<file path="src/sv/rcs_pkg.sv">
// Shared constants, control struct and CORDIC arctangent table for the converter.
package rcs_pkg;

  localparam int COORD_WIDTH_DEF    = 32;
  localparam int COEF_FRAC_BITS_DEF = 16;
  localparam int PHI_WIDTH_DEF      = 20;
  localparam int CORDIC_STEPS_DEF   = 20;
  localparam int DIST_WIDTH         = 32;
  localparam int ANG_WIDTH          = 32;
  localparam int CFG_IDX_WIDTH      = 2;

  localparam logic [CFG_IDX_WIDTH-1:0] REG_ROT_COL_X = 2'd0;
  localparam logic [CFG_IDX_WIDTH-1:0] REG_ROT_COL_Y = 2'd1;
  localparam logic [CFG_IDX_WIDTH-1:0] REG_ROT_COL_Z = 2'd2;

  localparam logic [ANG_WIDTH-1:0] HALF_TURN = 32'h8000_0000;

  // Per-item flags that ride along the pipeline
  typedef struct packed {
    logic valid;
    logic zdist;  // distance was zero
    logic sat;    // |z| / dist reaches one
    logic neg;    // rotated z negative
    logic zxy;    // rotated x and y both zero
  } ctl_t;

  // arctan(2^-i) in units of 2^-32 turn
  function automatic logic [ANG_WIDTH-1:0] atan_turn(input int unsigned i);
    logic [ANG_WIDTH-1:0] a;
    case (i)
      0:  a = 32'd536870912;
      1:  a = 32'd316933406;
      2:  a = 32'd167458907;
      3:  a = 32'd85004756;
      4:  a = 32'd42667331;
      5:  a = 32'd21354465;
      6:  a = 32'd10679838;
      7:  a = 32'd5340245;
      8:  a = 32'd2670163;
      9:  a = 32'd1335087;
      10: a = 32'd667544;
      11: a = 32'd333772;
      12: a = 32'd166886;
      13: a = 32'd83443;
      14: a = 32'd41722;
      15: a = 32'd20861;
      16: a = 32'd10430;
      17: a = 32'd5215;
      18: a = 32'd2608;
      19: a = 32'd1304;
      20: a = 32'd652;
      21: a = 32'd326;
      22: a = 32'd163;
      23: a = 32'd81;
      24: a = 32'd41;
      25: a = 32'd20;
      26: a = 32'd10;
      27: a = 32'd5;
      28: a = 32'd3;
      29: a = 32'd1;
      30: a = 32'd1;
      default: a = '0;
    endcase
    return a;
  endfunction

endpackage

</file>
<file path="src/sv/rcs_prep.sv">
// Set-up stage: z magnitude and saturation test, CORDIC prescale and half-plane fold.
module rcs_prep
  import rcs_pkg::*;
#(
  parameter int COEF_FRAC_BITS = COEF_FRAC_BITS_DEF,
  parameter int ROT_W          = 52,
  parameter int CORD_W         = 54,
  parameter int REM_W          = 53
) (
  input  logic                     clk,
  input  logic                     rst_n,
  input  logic                     en,
  input  logic                     in_valid,
  input  logic signed [ROT_W-1:0]  rx,
  input  logic signed [ROT_W-1:0]  ry,
  input  logic signed [ROT_W-1:0]  rz,
  input  logic [DIST_WIDTH-1:0]    dist_in,
  output ctl_t                     ctl_out,
  output logic signed [CORD_W-1:0] x_out,
  output logic signed [CORD_W-1:0] y_out,
  output logic [ANG_WIDTH-1:0]     z_out,
  output logic [REM_W-1:0]         rem_out,
  output logic [DIST_WIDTH-1:0]    dist_out
);

  localparam int PS = (ROT_W > 60) ? ROT_W - 60 : 0;

  ctl_t                     ctl_nxt, ctl_r;
  logic signed [CORD_W-1:0] x_nxt, y_nxt, x_r, y_r;
  logic [ANG_WIDTH-1:0]     z_nxt, z_r;
  logic [REM_W-1:0]         rem_nxt, rem_r;
  logic [DIST_WIDTH-1:0]    dist_r;

  always_comb begin
    logic [ROT_W-1:0]        mag;
    logic signed [ROT_W-1:0] sx, sy, px, py;
    logic signed [CORD_W-1:0] cx, cy;
    mag = rz[ROT_W-1] ? (ROT_W'(0) - ROT_W'(rz)) : ROT_W'(rz);
    ctl_nxt.valid = in_valid;
    ctl_nxt.zdist = (dist_in == '0);
    ctl_nxt.neg   = rz[ROT_W-1];
    ctl_nxt.sat   = REM_W'(mag) >= (REM_W'(dist_in) << COEF_FRAC_BITS);
    ctl_nxt.zxy   = (rx == '0) && (ry == '0);
    rem_nxt       = REM_W'(mag);
    // shift both down together until each fits 59 bits plus sign
    px = rx;
    py = ry;
    for (int n = PS; n >= 0; n--) begin
      sx = rx >>> n;
      sy = ry >>> n;
      if (((sx >>> 59) == '0 || (sx >>> 59) == '1) &&
          ((sy >>> 59) == '0 || (sy >>> 59) == '1)) begin
        px = sx;
        py = sy;
      end
    end
    cx = CORD_W'(px);
    cy = CORD_W'(py);
    if (cx < 0) begin
      x_nxt = -cx;
      y_nxt = -cy;
      z_nxt = HALF_TURN;
    end else begin
      x_nxt = cx;
      y_nxt = cy;
      z_nxt = '0;
    end
  end

  always_ff @(posedge clk) begin
    if (!rst_n) begin
      ctl_r <= '0;
    end else if (en) begin
      ctl_r <= ctl_nxt;
    end
    if (en) begin
      x_r    <= x_nxt;
      y_r    <= y_nxt;
      z_r    <= z_nxt;
      rem_r  <= rem_nxt;
      dist_r <= dist_in;
    end
  end

  assign ctl_out  = ctl_r;
  assign x_out    = x_r;
  assign y_out    = y_r;
  assign z_out    = z_r;
  assign rem_out  = rem_r;
  assign dist_out = dist_r;

endmodule

</file>
<file path="config.mk">
export PLATFORM = sky130hd
export DESIGN_NAME = rcs_prep
export DESIGN_NICKNAME = d
export VERILOG_FILES = /design/src/sv/rcs_pkg.sv /design/src/sv/rcs_prep.sv
export SDC_FILE = /design/constraint.sdc
export NUM_CORES = 1
export LEC_CHECK = 0
export BUFFER_PORTS_ARGS = -buffer_cell sky130_fd_sc_hd__buf_4
export CAP_MARGIN = 30
export CORE_MARGIN = 2
export CORE_UTILIZATION = 35
export DETAILED_ROUTE_END_ITERATION = 10
export SYNTH_ARGS = -nofsm -noshare
export SYNTH_HDL_FRONTEND = slang
export SYNTH_SLANG_ARGS = --single-unit
</file>
<file path="constraint.sdc">
create_clock -name clk -period 6.54 [get_ports clk]
set_input_delay 1.308 -clock clk [delete_from_list [all_inputs] [get_ports clk]]
set_output_delay 1.308 -clock clk [all_outputs]
set_load 0.02 [all_outputs]
</file>
==> results_dict.tcl <==
set metrics [dict create \
    run_status "finished clean" \
    synth.top_cell.area_share_pct 54.7 \
    ctsHtreeMaxLevel 4 \
    slew_violations 0 \
    setup.worst_path.end_class "register" \
    cap_violations 0 \
    synth_sequential_area_ratio_pct 55.7 \
    netlist_top_cells_area "sky130_fd_sc_hd__edfxtp_1 55%, sky130_fd_sc_hd__xnor2_1 12%, sky130_fd_sc_hd__ha_1 4.3%, sky130_fd_sc_hd__o21ai_0 2.9%, sky130_fd_sc_hd__o31ai_1 2.8%" \
    area.sequential_sq_mm 0.00590 \
    die-width_microns 178 \
    maximum_clock_path_buffer_count 2 \
    vdd.ir_drop.worst_mv 0.133 \
    dominant_register_cell_in_the_synthesized_netlist "sky130_fd_sc_hd__edfxtp_1" \
    worstSetupPathType "input port to register" \
    relSlewSlack_pct 32.5 \
    floorplan.die.height_microns 178 \
    start_kind "input port" \
    layout.filler_cells 2695 \
    yosys.area.top_type "sky130_fd_sc_hd__edfxtp_1" \
    cts-buffers-inserted 17 \
    grt_setup_unrepaired "no" \
    areaGrowthSynthToFinish_pct 35.7 \
    synth.most_common_cell "sky130_fd_sc_hd__edfxtp_1" \
    postSynthRegisterBits 198 \
    post_synth.cell_area_avg_sq_um 12.2 \
    synth_edf_count 193 \
    routedWlPerCell_microns 19.1 \
    path_common_cell "sky130_fd_sc_hd__nor4_1" \
    fin_nets 1482 \
    drtAntennaViolNets 0 \
    worst_setup_path_startpoint "rz[0]" \
    setup_ws_post_layout_ns 0.650 \
    area_of_the_mapped_netlist_sq_mm 0.0106 \
    finalCoreUtilization_pct 48.4 \
    fin_skew_ns 0 \
    worstReg2RegStart "ctl_out[2]" \
    rows 63 \
    gpl.final_weighted_congestion 0.833 \
    cts.sinks 198 \
    postCtsSetupRepairBufs 0 \
    drt-total-wl_mm 31.7 \
    count_of_input_and_output_buffers 389 \
    synthArstFlopShare_pct 0 \
    grt_pass1_vias 8004 \
    first_iter_violations 424 \
    initial_core_util_pct 35.6 \
    setup_viol 0 \
    achievable-frequency_ghz 0.170 \
    drt_pass1_iterations 5 \
    ctsHoldBuffers 0 \
    worst_skew_pair.late_latency_ns 0.43 \
    netlist_top_cells_count "193 x sky130_fd_sc_hd__edfxtp_1, 140 x sky130_fd_sc_hd__xnor2_1, 61 x sky130_fd_sc_hd__o21ai_0" \
    largest_net_degree_at_the_start_of_global_routing 106 \
    ioPinCount 422 \
    drc_errors 0 \
    crit_slowest_cell "sky130_fd_sc_hd__or3b_2" \
    leakage_nw 5.64 \
    grt_first_pass_wirelength_mm 46.5 \
    path_max_fanout 8 \
    vias_per_cell 4.99 \
    drive_gt1_share_pct 35.8 \
    hpwl_mm 25.0 \
    final_cell_count_no_fill 1658 \
    placed_instances 1625 \
    detailroute.via_count 8274 \
    hp-class "register to register" \
    tritoncts "built" \
    delay_of_the_slowest_cell_on_the_worst_path_ns 0.55 \
    ctsResizeCount 0 \
    critPathArrivalTime_ns 6.27 \
    power_per_cell_area_mw_per_mm2 237 \
    area_of_the_multi_input_gates_sq_mm 0.00430 \
    report.final.hold_viol_count 0 \
    clock_pin_transition_on_the_worst_setup_and_hold_timing_paths_ns 0.07 \
    die_area_sq_mm 0.0317 \
    grt_overflow 0 \
    critical_path_required_ns 6.92 \
    holdCritStartpoint "ctl_out[3]" \
    ys_warn_count 0 \
    cp_cell_sequence "buf_4 -> inv_1 -> ha_1 -> or3b_2 -> nor4_1 -> nand2_1 -> nor4_1 -> nand2b_1 -> o41ai_1 -> xnor2_1 -> ha_1 -> nand4_1 -> nor4_1 -> nand4_1 -> or4_1 -> nor4b_1 -> a211o_1" \
    preCtsSetupSlack_ns 0.187 \
    grtUsageTotal_pct 19.5 \
    yosys.cell_types.count 52 \
    tightest_slew_ns 1.01 \
    antenna_found_initial 1 \
    timing.final.crit_period_ns 5.89 \
    fp.coreArea_sq_mm 0.0297 \
    cts_root_buffer "sky130_fd_sc_hd__clkbuf_16" \
    finalCritPeriodShare_pct 90.1 \
    fin_setup_tns_ns 0 \
    synth_cells 869 \
]
flip-flops by register name, summed over array words and instances, names as in the netlist:
| name | cells |
|---|---|
| x_out | 54 |
| y_out | 54 |
| dist_out | 32 |
| z_out | 1 |
| ctl_out | 5 |
| rem_out | 52 |
through the flow:
stage | cell area [sq um] | hold slack [ns] | power (mW)
after global routing | 14400 | 0.518 | 3.55
after detailed placement | 13800 | 0.482 | 2.39
after floorplan | 10700 | 0.552 | 1.99
after global placement | 13800 | 0.466 | 2.38
final | 14400 | 0.486 | 3.41
after CTS | 14400 | 0.497 | 3.44
cells by family after synthesis:
group	Yosys count	synth area share (%)
AO/OA/AOI/OAI	165	10.7
XOR/XNOR	148	12.2
adder cells (fa/ha/maj)	36	4.25
buffers and inverters	105	4.94
flip-flops	198	55.7
multiplexers	3	0.284
other	1	0.0354
AND/OR/NAND/NOR	213	11.9
layer usage:
metal / up-vias / track usage, % / wire length (microns)
li1: 3992 / - / -
met1: 3907 / 22.9 / 12200
met2: 327 / 34.3 / 16000
met3: 48 / 4.05 / 2320
met4: 0 / 8.40 / 1060
met5: - / 0 / 0
final timing paths:
path | to | slack, ns | depth (start not counted)
setup / recovery | ctl_out[2] | 0.65 | 17
hold reg to reg | ctl_out[3] | 0.49 | 2
hold / removal | ctl_out[3] | 0.49 | 2
setup reg to reg | ctl_out[2] | 4.21 | 6
worst max-delay path: cells and delay by family:
kind                       cells  cell delay [ns]
and+or+nand+nor               10             3.47
xor gates and xnor gates       1             0.14
AOI/OAI and AO/OA              2             0.60
adders and majority gates      2             0.56
buffers and inverters          2             0.20
cell type report:
| cell class | count | share of cell area [%] |
|---|---|---|
| Antenna cell | 1 | 0.0174 |
| Clock buffer | 17 | 2.96 |
| Clock inverter | 15 | 0.992 |
| Inverter | 45 | 1.17 |
| Multi-Input combinational cell | 599 | 29.9 |
| Sequential cell | 198 | 41.0 |
| Tap cell | 390 | 3.39 |
| Timing Repair Buffer | 393 | 20.6 |
power breakdown:
part	leakage, nW	switching [mW]	internal [mW]
combinational	3.43	0.448	0.334
sequential	1.93	0.0355	1.54
clock	0.284	0.510	0.537
total	5.64	0.994	2.41
cells in the final DEF (no fill, tap or decap), types with 5 or more instances in the layout:
cell and instances:
sky130_fd_sc_hd__buf_4 392, sky130_fd_sc_hd__edfxtp_1 193, sky130_fd_sc_hd__xnor2_1 140, sky130_fd_sc_hd__o21ai_0 61, sky130_fd_sc_hd__inv_1 45, sky130_fd_sc_hd__nand2_1 43
sky130_fd_sc_hd__o31ai_1 39, sky130_fd_sc_hd__ha_1 36, sky130_fd_sc_hd__conb_1 34, sky130_fd_sc_hd__or4_1 28, sky130_fd_sc_hd__o41ai_1 25, sky130_fd_sc_hd__or3_1 24
sky130_fd_sc_hd__nor4_1 19, sky130_fd_sc_hd__clkbuf_16 17, sky130_fd_sc_hd__nor2_1 16, sky130_fd_sc_hd__nor3_1 15, sky130_fd_sc_hd__nand4_1 14, sky130_fd_sc_hd__nand3_1 11
sky130_fd_sc_hd__a21oi_1 10, sky130_fd_sc_hd__or2_2 9, sky130_fd_sc_hd__nand2b_1 9, sky130_fd_sc_hd__xor2_1 8, sky130_fd_sc_hd__a21o_1 8, sky130_fd_sc_hd__or4_4 7
sky130_fd_sc_hd__inv_6 5, sky130_fd_sc_hd__dfxtp_1 5
Power figures use the tool's default switching activity.
